===== config.mk =====
export PLATFORM = sky130hd
export DESIGN_NAME = escaped_packet_deframer_flat
export DESIGN_NICKNAME = d
export VERILOG_FILES = /design/src/rtl/core/epd_pkg.sv /design/src/rtl/core/epd_req_if.sv /design/src/rtl/core/epd_rsp_if.sv /design/src/rtl/core/epd_front.sv /design/src/rtl/core/epd_back.sv /design/src/rtl/core/escaped_packet_deframer.sv /design/src/flat_wrapper.sv
export VERILOG_INCLUDE_DIRS = /design/src /design/src/rtl/core
export SDC_FILE = /design/constraint.sdc
export NUM_CORES = 1
export LEC_CHECK = 0
export ABC_AREA = 1
export BUFFER_PORTS_ARGS = -buffer_cell sky130_fd_sc_hd__buf_4
export CORE_AREA = 3 3 198 142
export DETAILED_ROUTE_END_ITERATION = 8
export DIE_AREA = 0 0 201 145
export PLACE_DENSITY_LB_ADDON = 0.2
export SLEW_MARGIN = 20
export SYNTH_ARGS = -nofsm -noshare
export SYNTH_HDL_FRONTEND = slang
export SYNTH_HIERARCHICAL = 1
export SYNTH_SLANG_ARGS = --single-unit

===== constraint.sdc =====
create_clock -name clock -period 15 [get_ports clock]
set_input_delay 1.5 -clock clock [delete_from_list [all_inputs] [get_ports clock]]
set_output_delay 1.5 -clock clock [all_outputs]
set_load 0.01 [all_outputs]

===== src/rtl/core/escaped_packet_deframer_defines.svh =====
// assertion macros for the escaped packet deframer
// used by the front and back modules, no other dependencies
`ifndef ESCAPED_PACKET_DEFRAMER_DEFINES_SVH
`define ESCAPED_PACKET_DEFRAMER_DEFINES_SVH
`ifndef SYNTHESIS
`define EPD_ASSERT_ALWAYS(lbl, clk, rst, expr) \
   lbl: assert property (@(posedge clk) disable iff (rst) (expr)) \
      else $error("assertion failed");
`define EPD_ASSERT_IMPLY(lbl, clk, rst, ante, cons) \
   lbl: assert property (@(posedge clk) disable iff (rst) (ante) |-> (cons)) \
      else $error("assertion failed");
`define EPD_ASSERT_NEXT(lbl, clk, rst, ante, cons) \
   lbl: assert property (@(posedge clk) disable iff (rst) (ante) |=> (cons)) \
      else $error("assertion failed");
`else
`define EPD_ASSERT_ALWAYS(lbl, clk, rst, expr)
`define EPD_ASSERT_IMPLY(lbl, clk, rst, ante, cons)
`define EPD_ASSERT_NEXT(lbl, clk, rst, ante, cons)
`endif
`endif


===== src/rtl/core/epd_pkg.sv =====
// types and constants of the escaped packet deframer
// no dependencies
package epd_pkg;

   localparam int unsigned FRONT_FIELDS = 10;
   localparam int unsigned QUEUE_DEPTH  = 2;
   localparam int unsigned QPTR_W       = $clog2(QUEUE_DEPTH);
   localparam int unsigned QCNT_W       = $clog2(QUEUE_DEPTH + 1);
   localparam logic [QCNT_W-1:0] QUEUE_FULL = QCNT_W'(QUEUE_DEPTH);

   localparam int unsigned CSR_IDX_W = 1;
   localparam logic [CSR_IDX_W-1:0] CSR_HEADER = 1'd0;
   localparam logic [CSR_IDX_W-1:0] CSR_ESCAPE = 1'd1;

   localparam logic [1:0] KIND_PAYLOAD  = 2'd0;
   localparam logic [1:0] KIND_COMPLETE = 2'd1;
   localparam logic [1:0] KIND_ABORT    = 2'd2;

   localparam logic [1:0] REPLY_NONE     = 2'd0;
   localparam logic [1:0] REPLY_RECEIVED = 2'd1;
   localparam logic [1:0] REPLY_MISMATCH = 2'd2;

   localparam logic [7:0] RECEIPT_WANTED = 8'd1;

   localparam logic [15:0] FLD_SEQ_END  = 16'd3;
   localparam logic [15:0] FLD_RECEIPT  = 16'd4;
   localparam logic [15:0] FLD_ID_END   = 16'd6;
   localparam logic [15:0] FLD_PRIORITY = 16'd7;
   localparam logic [15:0] FLD_LAST     = 16'(FRONT_FIELDS - 1);

   typedef enum logic [1:0] {
      PH_HUNT   = 2'd0,
      PH_FIELDS = 2'd1,
      PH_DATA   = 2'd2
   } phase_type;

   typedef struct packed {
      logic       timeout;
      logic       hdr_hit;
      logic       esc_hit;
      logic [7:0] raw;
   } item_type;

   typedef struct packed {
      logic     valid;
      item_type item;
   } queue_type;

endpackage


===== src/rtl/core/epd_req_if.sv =====
// input channel of the deframer: raw link bytes and timeout events
// no dependencies
interface epd_req_if;
   logic       valid;
   logic       ready;
   logic       command;
   logic [7:0] rx_byte;

   modport source (output valid, output command, output rx_byte, input ready);
   modport sink (input valid, input command, input rx_byte, output ready);
endinterface


===== src/rtl/core/epd_rsp_if.sv =====
// result channel of the deframer: payload, completion and abort items
// no dependencies
interface epd_rsp_if;
   logic        valid;
   logic        ready;
   logic [1:0]  result_kind;
   logic [7:0]  payload_byte;
   logic [31:0] seq_num;
   logic [7:0]  receipt_code;
   logic [15:0] message_id;
   logic [7:0]  priority_res;
   logic [15:0] data_len;
   logic        sum_ok;
   logic [1:0]  reply_due;
   logic        last;

   modport source (output valid, output result_kind, output payload_byte,
                   output seq_num, output receipt_code, output message_id,
                   output priority_res, output data_len, output sum_ok,
                   output reply_due, output last, input ready);
   modport sink (input valid, input result_kind, input payload_byte,
                 input seq_num, input receipt_code, input message_id,
                 input priority_res, input data_len, input sum_ok,
                 input reply_due, input last, output ready);
endinterface


===== src/rtl/core/epd_front.sv =====
// front of the deframer: config registers, byte classification, item queue
// depends on epd_pkg, epd_req_if and the defines header
`include "escaped_packet_deframer_defines.svh"

module epd_front (
   input  logic                          clock,
   input  logic                          reset,
   input  logic                          csr_write_en,
   input  logic [epd_pkg::CSR_IDX_W-1:0] csr_index,
   input  logic [7:0]                    csr_write_data,
   epd_req_if.sink                       req_chan,
   output epd_pkg::queue_type            queue_out,
   input  logic                          pop
);

   logic [7:0] header_ff;
   logic [7:0] escape_ff;
   epd_pkg::item_type entry_ff [epd_pkg::QUEUE_DEPTH];
   logic [epd_pkg::QPTR_W-1:0] wr_ptr_ff, wr_ptr_in;
   logic [epd_pkg::QPTR_W-1:0] rd_ptr_ff, rd_ptr_in;
   logic [epd_pkg::QCNT_W-1:0] count_ff, count_in;
   epd_pkg::item_type cls;
   logic push;

   always_ff @(posedge clock) begin
      if (reset) begin
         header_ff <= 8'd0;
         escape_ff <= 8'd0;
      end else if (csr_write_en) begin
         case (csr_index)
            epd_pkg::CSR_HEADER: header_ff <= csr_write_data;
            epd_pkg::CSR_ESCAPE: escape_ff <= csr_write_data;
            default: ;
         endcase
      end
   end

   always_comb begin
      cls.timeout = req_chan.command;
      cls.hdr_hit = req_chan.rx_byte == header_ff;
      cls.esc_hit = req_chan.rx_byte == escape_ff;
      cls.raw     = req_chan.rx_byte;
   end

   assign req_chan.ready = count_ff != epd_pkg::QUEUE_FULL;
   assign push = req_chan.valid && req_chan.ready;

   always_comb begin
      wr_ptr_in = push ? wr_ptr_ff + 1'b1 : wr_ptr_ff;
      rd_ptr_in = pop ? rd_ptr_ff + 1'b1 : rd_ptr_ff;
      count_in  = count_ff;
      if (push && !pop) begin
         count_in = count_ff + 1'b1;
      end else if (!push && pop) begin
         count_in = count_ff - 1'b1;
      end
   end

   always_ff @(posedge clock) begin
      if (reset) begin
         wr_ptr_ff <= '0;
         rd_ptr_ff <= '0;
         count_ff  <= '0;
      end else begin
         wr_ptr_ff <= wr_ptr_in;
         rd_ptr_ff <= rd_ptr_in;
         count_ff  <= count_in;
      end
   end

   always_ff @(posedge clock) begin
      if (push) begin
         entry_ff[wr_ptr_ff] <= cls;
      end
   end

   assign queue_out.valid = count_ff != '0;
   assign queue_out.item  = entry_ff[rd_ptr_ff];

   `EPD_ASSERT_ALWAYS(a_queue_bound, clock, reset, count_ff <= epd_pkg::QUEUE_FULL)
   `EPD_ASSERT_IMPLY(a_no_underflow, clock, reset, pop, count_ff != '0)
   `EPD_ASSERT_NEXT(a_push_lands, clock, reset, push && !pop, count_ff != '0)

endmodule


===== src/rtl/core/epd_back.sv =====
// back of the deframer: packet state machine and result register
// depends on epd_pkg, epd_rsp_if and the defines header
`include "escaped_packet_deframer_defines.svh"

module epd_back (
   input  logic               clock,
   input  logic               reset,
   input  epd_pkg::queue_type queue_in,
   output logic               pop,
   epd_rsp_if.source          rsp_chan
);

   epd_pkg::phase_type phase_ff, phase_in;
   logic [15:0] count_ff, count_in;
   logic        esc_ff, esc_in;
   logic [7:0]  xor_ff, xor_in;
   logic [31:0] seq_ff, seq_in;
   logic [7:0]  receipt_ff, receipt_in;
   logic [15:0] id_ff, id_in;
   logic [7:0]  prio_ff, prio_in;
   logic [15:0] length_ff, length_in;

   logic        rsp_valid_ff, rsp_valid_in;
   logic [1:0]  kind_ff, kind_in;
   logic [7:0]  payload_ff, payload_in;
   logic [31:0] rseq_ff, rseq_in;
   logic [7:0]  rreceipt_ff, rreceipt_in;
   logic [15:0] rid_ff, rid_in;
   logic [7:0]  rprio_ff, rprio_in;
   logic [15:0] rlength_ff, rlength_in;
   logic        ok_ff, ok_in;
   logic [1:0]  reply_ff, reply_in;
   logic        last_ff, last_in;

   logic       result_load;
   logic [7:0] b;

   assign pop = queue_in.valid && (!rsp_valid_ff || rsp_chan.ready);
   assign b   = queue_in.item.raw + {7'd0, esc_ff};

   always_comb begin
      phase_in    = phase_ff;
      count_in    = count_ff;
      esc_in      = esc_ff;
      xor_in      = xor_ff;
      seq_in      = seq_ff;
      receipt_in  = receipt_ff;
      id_in       = id_ff;
      prio_in     = prio_ff;
      length_in   = length_ff;
      result_load = 1'b0;
      kind_in     = epd_pkg::KIND_PAYLOAD;
      payload_in  = 8'd0;
      rseq_in     = 32'd0;
      rreceipt_in = 8'd0;
      rid_in      = 16'd0;
      rprio_in    = 8'd0;
      rlength_in  = 16'd0;
      ok_in       = 1'b0;
      reply_in    = epd_pkg::REPLY_NONE;
      last_in     = 1'b0;
      if (pop) begin
         unique case (phase_ff)
            epd_pkg::PH_FIELDS, epd_pkg::PH_DATA: begin
               if (queue_in.item.timeout) begin
                  phase_in    = epd_pkg::PH_HUNT;
                  count_in    = 16'd0;
                  esc_in      = 1'b0;
                  xor_in      = 8'd0;
                  result_load = 1'b1;
                  kind_in     = epd_pkg::KIND_ABORT;
                  last_in     = 1'b1;
               end else if (queue_in.item.esc_hit) begin
                  esc_in = 1'b1;
               end else if (phase_ff == epd_pkg::PH_FIELDS) begin
                  esc_in = 1'b0;
                  xor_in = xor_ff ^ b;
                  if (count_ff <= epd_pkg::FLD_SEQ_END) begin
                     seq_in = {seq_ff[23:0], b};
                  end else if (count_ff == epd_pkg::FLD_RECEIPT) begin
                     receipt_in = b;
                  end else if (count_ff <= epd_pkg::FLD_ID_END) begin
                     id_in = {id_ff[7:0], b};
                  end else if (count_ff == epd_pkg::FLD_PRIORITY) begin
                     prio_in = b;
                  end else begin
                     length_in = {length_ff[7:0], b};
                  end
                  if (count_ff == epd_pkg::FLD_LAST) begin
                     phase_in = epd_pkg::PH_DATA;
                     count_in = 16'd0;
                  end else begin
                     count_in = count_ff + 16'd1;
                  end
               end else if (count_ff < length_ff) begin
                  esc_in      = 1'b0;
                  xor_in      = xor_ff ^ b;
                  count_in    = count_ff + 16'd1;
                  result_load = 1'b1;
                  kind_in     = epd_pkg::KIND_PAYLOAD;
                  payload_in  = b;
               end else begin
                  phase_in    = epd_pkg::PH_HUNT;
                  count_in    = 16'd0;
                  esc_in      = 1'b0;
                  xor_in      = 8'd0;
                  result_load = 1'b1;
                  kind_in     = epd_pkg::KIND_COMPLETE;
                  rseq_in     = seq_ff;
                  rreceipt_in = receipt_ff;
                  rid_in      = id_ff;
                  rprio_in    = prio_ff;
                  rlength_in  = length_ff;
                  ok_in       = b == xor_ff;
                  if (receipt_ff == epd_pkg::RECEIPT_WANTED) begin
                     reply_in = ok_in ? epd_pkg::REPLY_RECEIVED : epd_pkg::REPLY_MISMATCH;
                  end
                  last_in     = 1'b1;
               end
            end
            default: begin
               if (!queue_in.item.timeout && queue_in.item.hdr_hit) begin
                  phase_in = epd_pkg::PH_FIELDS;
                  count_in = 16'd0;
                  esc_in   = 1'b0;
                  xor_in   = queue_in.item.raw;
               end
            end
         endcase
      end
   end

   always_comb begin
      rsp_valid_in = rsp_valid_ff;
      if (result_load) begin
         rsp_valid_in = 1'b1;
      end else if (rsp_chan.ready) begin
         rsp_valid_in = 1'b0;
      end
   end

   always_ff @(posedge clock) begin
      if (reset) begin
         phase_ff     <= epd_pkg::PH_HUNT;
         count_ff     <= 16'd0;
         esc_ff       <= 1'b0;
         xor_ff       <= 8'd0;
         seq_ff       <= 32'd0;
         receipt_ff   <= 8'd0;
         id_ff        <= 16'd0;
         prio_ff      <= 8'd0;
         length_ff    <= 16'd0;
         rsp_valid_ff <= 1'b0;
      end else begin
         phase_ff     <= phase_in;
         count_ff     <= count_in;
         esc_ff       <= esc_in;
         xor_ff       <= xor_in;
         seq_ff       <= seq_in;
         receipt_ff   <= receipt_in;
         id_ff        <= id_in;
         prio_ff      <= prio_in;
         length_ff    <= length_in;
         rsp_valid_ff <= rsp_valid_in;
      end
   end

   always_ff @(posedge clock) begin
      if (result_load) begin
         kind_ff     <= kind_in;
         payload_ff  <= payload_in;
         rseq_ff     <= rseq_in;
         rreceipt_ff <= rreceipt_in;
         rid_ff      <= rid_in;
         rprio_ff    <= rprio_in;
         rlength_ff  <= rlength_in;
         ok_ff       <= ok_in;
         reply_ff    <= reply_in;
         last_ff     <= last_in;
      end
   end

   assign rsp_chan.valid        = rsp_valid_ff;
   assign rsp_chan.result_kind  = kind_ff;
   assign rsp_chan.payload_byte = payload_ff;
   assign rsp_chan.seq_num      = rseq_ff;
   assign rsp_chan.receipt_code = rreceipt_ff;
   assign rsp_chan.message_id   = rid_ff;
   assign rsp_chan.priority_res = rprio_ff;
   assign rsp_chan.data_len     = rlength_ff;
   assign rsp_chan.sum_ok       = ok_ff;
   assign rsp_chan.reply_due    = reply_ff;
   assign rsp_chan.last         = last_ff;

   `EPD_ASSERT_IMPLY(a_hunt_clean, clock, reset,
      phase_ff == epd_pkg::PH_HUNT,
      !esc_ff && count_ff == 16'd0 && xor_ff == 8'd0)
   `EPD_ASSERT_NEXT(a_end_hunts, clock, reset,
      result_load && kind_in != epd_pkg::KIND_PAYLOAD,
      phase_ff == epd_pkg::PH_HUNT)
   `EPD_ASSERT_IMPLY(a_last_kind, clock, reset,
      rsp_valid_ff, last_ff == (kind_ff != epd_pkg::KIND_PAYLOAD))

endmodule


===== src/rtl/core/escaped_packet_deframer.sv =====
// escaped packet deframer top level: front classifier and queue, back parser
// an accepted item is stored in the front queue, then the back parses it into the registered result
// throughput: one item per cycle unless the result side stalls, set by the byte update in the back
// reset clears phase, counters, checksum, held fields, queue and result valid
// depends on epd_pkg, epd_req_if, epd_rsp_if, epd_front and epd_back
module escaped_packet_deframer (
   input  logic                          clock,
   input  logic                          reset,
   input  logic                          csr_write_en,
   input  logic [epd_pkg::CSR_IDX_W-1:0] csr_index,
   input  logic [7:0]                    csr_write_data,
   epd_req_if.sink                       req_chan,
   epd_rsp_if.source                     rsp_chan
);

   epd_pkg::queue_type queue;
   logic pop;

   epd_front u_front (
      .clock          (clock),
      .reset          (reset),
      .csr_write_en   (csr_write_en),
      .csr_index      (csr_index),
      .csr_write_data (csr_write_data),
      .req_chan       (req_chan),
      .queue_out      (queue),
      .pop            (pop)
   );

   epd_back u_back (
      .clock    (clock),
      .reset    (reset),
      .queue_in (queue),
      .pop      (pop),
      .rsp_chan (rsp_chan)
   );

endmodule


===== src/flat_wrapper.sv =====
// flat-port wrapper written by rule: the top's interface ports become plain ports
module escaped_packet_deframer_flat 
  (clock, reset, csr_write_en, csr_index, csr_write_data, req_chan_valid, req_chan_command, req_chan_rx_byte, req_chan_ready, rsp_chan_valid, rsp_chan_result_kind, rsp_chan_payload_byte, rsp_chan_seq_num, rsp_chan_receipt_code, rsp_chan_message_id, rsp_chan_priority_res, rsp_chan_data_len, rsp_chan_sum_ok, rsp_chan_reply_due, rsp_chan_last, rsp_chan_ready);
  epd_req_if req_chan_i ();
  epd_rsp_if rsp_chan_i ();
  input  logic clock;
  input  logic reset;
  input  logic csr_write_en;
  input  logic [epd_pkg::CSR_IDX_W-1:0] csr_index;
  input  logic [7:0] csr_write_data;
  input wire logic [$bits(req_chan_i.valid)-1:0] req_chan_valid;
  input wire logic [$bits(req_chan_i.command)-1:0] req_chan_command;
  input wire logic [$bits(req_chan_i.rx_byte)-1:0] req_chan_rx_byte;
  output wire logic [$bits(req_chan_i.ready)-1:0] req_chan_ready;
  output wire logic [$bits(rsp_chan_i.valid)-1:0] rsp_chan_valid;
  output wire logic [$bits(rsp_chan_i.result_kind)-1:0] rsp_chan_result_kind;
  output wire logic [$bits(rsp_chan_i.payload_byte)-1:0] rsp_chan_payload_byte;
  output wire logic [$bits(rsp_chan_i.seq_num)-1:0] rsp_chan_seq_num;
  output wire logic [$bits(rsp_chan_i.receipt_code)-1:0] rsp_chan_receipt_code;
  output wire logic [$bits(rsp_chan_i.message_id)-1:0] rsp_chan_message_id;
  output wire logic [$bits(rsp_chan_i.priority_res)-1:0] rsp_chan_priority_res;
  output wire logic [$bits(rsp_chan_i.data_len)-1:0] rsp_chan_data_len;
  output wire logic [$bits(rsp_chan_i.sum_ok)-1:0] rsp_chan_sum_ok;
  output wire logic [$bits(rsp_chan_i.reply_due)-1:0] rsp_chan_reply_due;
  output wire logic [$bits(rsp_chan_i.last)-1:0] rsp_chan_last;
  input wire logic [$bits(rsp_chan_i.ready)-1:0] rsp_chan_ready;
  assign req_chan_i.valid = req_chan_valid;
  assign req_chan_i.command = req_chan_command;
  assign req_chan_i.rx_byte = req_chan_rx_byte;
  assign req_chan_ready = req_chan_i.ready;
  assign rsp_chan_valid = rsp_chan_i.valid;
  assign rsp_chan_result_kind = rsp_chan_i.result_kind;
  assign rsp_chan_payload_byte = rsp_chan_i.payload_byte;
  assign rsp_chan_seq_num = rsp_chan_i.seq_num;
  assign rsp_chan_receipt_code = rsp_chan_i.receipt_code;
  assign rsp_chan_message_id = rsp_chan_i.message_id;
  assign rsp_chan_priority_res = rsp_chan_i.priority_res;
  assign rsp_chan_data_len = rsp_chan_i.data_len;
  assign rsp_chan_sum_ok = rsp_chan_i.sum_ok;
  assign rsp_chan_reply_due = rsp_chan_i.reply_due;
  assign rsp_chan_last = rsp_chan_i.last;
  assign rsp_chan_i.ready = rsp_chan_ready;
  escaped_packet_deframer u_core (.clock(clock), .reset(reset), .csr_write_en(csr_write_en), .csr_index(csr_index), .csr_write_data(csr_write_data), .req_chan(req_chan_i), .rsp_chan(rsp_chan_i));
endmodule

Yosys cells after proc, flatten, opt, wreduce, memory -nomap -nowiden --
Memories as Yosys holds them, arrays and structs flattened. A register that Yosys moved wholly into a read port is not among the register bits. Cells that the tools add are included.
Storage, ports and cells: bits in registers 222, RAM bits 22, bits of input ports 23, output and inout bits 96, word-level logic and storage cells 137, memories kept 1
Memories:
- u_core.u_front.entry_ff | depth 2, bits a word 11, rd ports 1, clocked after Yosys merged registers in 1, wr ports 1, line epd_front.sv:18 | epd_pkg::item_type entry_ff [epd_pkg::QUEUE_DEPTH];
Operators by class: add/sub/neg operators 6, magnitude comparators 3, equal/unequal tests 13, mux-type cells 46, bitwise gates (word level) 12, reduce and logical (&&, ||, !) cells 30
Operator list (count):
- $mux 16 | 7
- $mux 8 | 6
- $eq 16x3->1 const B | 2
- $eq 8x8->1 | 3
- $mux 1 | 22
- $mux 2 | 11
- $reduce_and 9->1 | 2
- $add 16x1->16 const B | 1
- $eq 16x4->1 const B | 1
- $le 16x2->1 const B | 1
- $le 16x3->1 const B | 1
- $lt 16x16->1 | 1
- $reduce_or 6->1 | 2
- $not 1->1 | 11
- $add 8x1->8 | 1
- $eq 8x1->1 const B | 1
- $ne 4x4->1 const B | 2
- $reduce_and 2->1 | 4
- $reduce_and 8->1 | 1
- $reduce_bool 2->1 | 4
- $xor 8x8->8 | 1
- $reduce_and 7->1 | 1
- $reduce_or 7->1 | 1
- $reduce_and 6->1 | 1
- other kinds (14) | 22

Depth between registers and ports, before layout --
word-level depth 7, depth in mapped cells 16, gate-level depth less buffers 15

Hierarchy --
The synthesis kept the hierarchy.
By module, submodules not included:
- epd_back | instances 1, cells each 974, area each 8599.5 um^2, seq. area each 4984.8 um^2
- epd_front | instances 1, cells each 209, area each 1903.1 um^2, seq. area each 1081.0 um^2

Worst setup path before layout --
OpenSTA, ideal clock, no wires.
kind in2reg, from in rsp_chan_ready, to reg u_core.u_back.rlength_ff[0] (netlist: u_core/u_back/rsp_chan.data_len[0]) (enable), setup time 0.550 ns, arrival time 5.913 ns, required time 14.450 ns, slack 8.537 ns, cell stages on the path 8, path buffers 0, cell sequence inv_1 nand2_1 nand2_1 nor2_1 inv_1 a21oi_1 inv_1 nor2_1
Between the ends: longest elaborated chain between the ends 3
RTL lines:
- from (decl) | line flat_wrapper.sv:26 | input wire logic [$bits(rsp_chan_i.ready)-1:0] rsp_chan_ready;
- $logic_or 1x1->1 | line epd_back.sv:38 | assign pop = queue_in.valid && (!rsp_valid_ff || rsp_chan.ready);
- $logic_and 1x1->1 | line epd_back.sv:38
- $mux 1 | line epd_back.sv:62 | if (pop) begin
- named net u_core.u_back.result_load | line epd_back.sv:35 | logic result_load;
- to (signal assigned) | line epd_back.sv:176 | rlength_ff <= rlength_in;
- to (decl) | line epd_back.sv:30 | logic [15:0] rlength_ff, rlength_in;
The timed path passes the listed nets, and every way through them passes these cells. A chain may end at the register's enable or synchronous reset.

==> flow_summary.yaml <==
final_layout:
  multi_input_area_sq_um: 3550
  drive_gt1_share_pct: 15.4
  fillCellCount: 2565
  num_antenna_cells: 0
  ff_latch_area_sq_um: 6070
  fin_area_sq_um: 12600
  fin_nets: 1337
  instances_no_fill: 1673
  syn_to_final_growth_pct: 20.0
setup_path:
  crit_fanout: 11
  worstPathRequired_ns: 15.37
  cp-start-kind: "register"
  cp_data_arrival_time_ns: 3.81
  slowest_stage: "xnor2_1"
  critical_path_class: "register to register"
  crit_chain: "mux2_2 > ha_1 > ha_1 > xnor2_1 > xnor2_1 > nor2_1 > nand2_1 > nor3_1 > nand2_1 > nor2_1"
  crit_path_end_kind: "register"
  cpPeakStageDelay_ns: 0.73
pwr:
  seqPwrFrac_pct: 44.0
  power.share.combinational_pct: 17.8
  internal_power_mw: 1.29
  power_switching_mw: 0.496
  swShare_pct: 27.7
  ir_worst_vdd_uv: 65.3
  power_frac_clock_pct: 38.2
  power_density_nw_per_um2: 142
  p_leak_nw: 5.07
placement:
  gp_congestion: 0.813
  portBuffers: 118
  postPlaceCellArea_sq_um: 11600
  dp.cells: 1626
  dp_hpwl_microns: 16200
sta:
  worstMarginPinSlew_ns: 0.999
  max_freq_ghz: 0.291
  drv_slew: 0
  hold_viol: 0
  period_minus_slack_ns: 3.44
  fin_worst_skew_ns: 0.00874
  setup_viol: 0
  relSlewSlack_pct: 33.4
  finalSetupTns_ns: 0
  rsz0062_at_grt: "false"
  fin_crit_sh_pct: 22.9
  whs_ns: 0.465
die:
  die_w_microns: 201
  die_h_microns: 145
  core_area_sq_um: 26500
  rows: 50
  start_util_pct: 39.7
  dieArea_sq_um: 29100
  ios: 119
yosys:
  syn_area_sq_um: 10500
  synth_area_per_cell_sq_um: 8.88
  synth_cells: 1183
  async_reset_ff_share_pct: 0
  synth_edf_count: 116
  ys_warn_count: 6
  synth_nets: 1229
  ys_ff_latch: 245
  synth_cell_type_count: 33
  synth_top_flop_cell: "dfxtp_1"
  yosysSeqAreaShare_pct: 57.8
global_routing:
  antenna_found_initial: 0
  grt_usage_pct: 16.0
  grt_start_max_net_pins: 82
  grt_overflow_total: 0
  grt_pass1_wl_microns: 38800
  grt_pass1_vias: 7327
detailed_routing:
  first_pass_iters: 5
  wl_per_cell_microns: 14.2
  drc: 0
  vias: 7720
  via_per_inst: 4.61
  drtIter0Drc: 457
  routed_wl_microns: 23700
  ant_nets: 0
clock_tree:
  cts_hold_buf: 0
  cts_tree: "yes"
  clk_transition_reported_paths_ns: 0.06
  post_cts_buffers: 0
  ctsResizeCount: 0
  cts_buffers: 25
  htreeDepth: 1
  clock_path_buffers: 3
  cts_root_buf: "clkbuf_16"
  clkLatencyLatePin_ns: 0.52
  cts.sinks: 245
run:
  drv_cap: 0
min_path:
  hold_class: "register to register"
  hold_start: "u_core/u_back/length_ff[15]$_SDFFE_PP0P_"
outcome:
  status: "finished clean"
-- metrics by stage --
| stage | power (mW) | util [%] | setup WS, ns |
|---|---|---|---|
| after floorplan | 1.01 | - | 8.54 |
| after global placement | 1.12 | 44.0 | 10.82 |
| after detailed placement | 1.12 | 44.0 | 10.82 |
| after CTS | 1.80 | 47.4 | 11.37 |
| after global routing | 1.88 | 47.6 | 11.04 |
| final | 1.79 | 47.6 | 11.56 |
-- power by group through the flow --
stage	logic, mW	clock network (mW)	registers (mW)
2_1_floorplan	0.204	0	0.809
5_1_grt	0.358	0.727	0.793
3_5_place_dp	0.315	0	0.801
3_3_place_gp	0.314	0	0.802
4_1_cts	0.317	0.699	0.788
6_report	0.319	0.682	0.787
-- worst paths after layout --
check / depth (start not counted) / slack, ns / end
worst min-delay path: 2 / 0.46 / u_core/u_back/length_ff[15]$_SDFFE_PP0P_
worst min register to register: 2 / 0.46 / u_core/u_back/length_ff[15]$_SDFFE_PP0P_
worst max-delay path: 10 / 11.56 / u_core/u_back/rsp_chan.reply_due[0]$_SDFFCE_PP0P_
worst max register to register: 10 / 11.56 / u_core/u_back/rsp_chan.reply_due[0]$_SDFFCE_PP0P_
-- state kept, by name (all words and copies together), names as in the netlist, 2 cells and up, named ones only --
name and count:
u_core/u_back/receipt_ff 8, u_core/u_back/xor_ff 8, u_core/u_back/rsp_chan.receipt_code 8, u_core/u_front/header_ff 8, u_core/u_back/rsp_chan.priority_res 8, u_core/u_back/rsp_chan.result_kind 2, u_core/u_back/rsp_chan.data_len 16, u_core/u_back/seq_ff 32
u_core/u_back/rsp_chan.seq_num 32, u_core/u_back/rsp_chan.message_id 16, u_core/u_back/prio_ff 8, u_core/u_back/rsp_chan.payload_byte 8, u_core/u_back/count_ff 16, u_core/u_back/length_ff 16, u_core/u_front/entry_ff 22, u_core/u_back/phase_ff 2
u_core/u_back/rsp_chan.reply_due 2, u_core/u_front/escape_ff 8, u_core/u_back/id_ff 16, u_core/u_front/count_ff 2
-- cells in the mapped netlist (3+ instances only) --
| cell | n | area, sq um |
|---|---|---|
| nand2_1 | 202 | 758 |
| nor2_1 | 186 | 698 |
| inv_1 | 172 | 646 |
| dfxtp_1 | 129 | 2580 |
| edfxtp_1 | 116 | 3480 |
| a21oi_1 | 105 | 526 |
| o21ai_0 | 72 | 360 |
| nand3_1 | 52 | 260 |
| ha_1 | 23 | 288 |
| buf_2 | 19 | 95.1 |
| clkbuf_1 | 11 | 41.3 |
| mux2_2 | 11 | 124 |
| o22ai_1 | 11 | 68.8 |
| xor2_1 | 11 | 96.3 |
| nand2_2 | 8 | 50.1 |
| nor3_1 | 8 | 40.0 |
| buf_6 | 6 | 67.6 |
| inv_2 | 6 | 22.5 |
| xnor2_1 | 6 | 52.6 |
| nand4_1 | 5 | 31.3 |
| buf_4 | 3 | 22.5 |
| o21ai_2 | 3 | 26.3 |
-- cell families (layout without fill, tap and decap cells) --
family | after synthesis | in the layout | synth area share [%]
AOI/OAI and AO/OA | 194 | 194 | 9.58
and+or+nand+nor | 473 | 473 | 18.7
muxes | 11 | 11 | 1.18
adders and majority gates | 23 | 23 | 2.74
buffers and inverters | 220 | 346 | 8.63
DFF | 245 | 245 | 57.8
xor gates and xnor gates | 17 | 17 | 1.42
-- area by class of cell --
cell class | instances | share of cell area (%)
clock buffers | 35 | 5.83
clock inverters | 10 | 1.38
inverters | 179 | 5.33
multi-input cells | 718 | 28.2
flip-flops and latches | 245 | 48.1
well taps | 364 | 3.61
repair buffers | 122 | 7.53
-- per-layer routing --
layer,GRT usage [%],vias to the layer above,routed length (microns)
met5,0,-,0
met4,2.91,0,316
met3,3.05,27,1200
met2,23.8,148,9920
met1,24.5,3530,12300
li1,-,4015,-
-- cells in the final DEF, fill, tap and decap left out, types with 3 or more instances in the layout --
cell type and instances:
nand2_1 202, nor2_1 185, inv_1 171, dfxtp_1 129, buf_4 120, edfxtp_1 116
a21oi_1 105, o21ai_0 72, nand3_1 51, clkbuf_16 26, ha_1 23, xor2_1 11
o22ai_1 11, mux2_2 11, nor3_1 8, nand2_2 8, inv_2 6, xnor2_1 6
bufinv_16 5, clkbuf_8 5, nand4_1 5, clkbuf_1 4, clkinv_2 4, clkinv_1 3
nor2_4 3, o21ai_2 3
-- worst max-delay path: cells and delay by family (launching register included) --
kind / cells / cell delay (ns)
simple gates: 5 / 0.89
mux: 1 / 0.42
xor+xnor: 2 / 0.91
fa+ha+maj: 2 / 0.43
flops: 1 / 0.64
No activity file was read; power rests on OpenSTA's default activity.
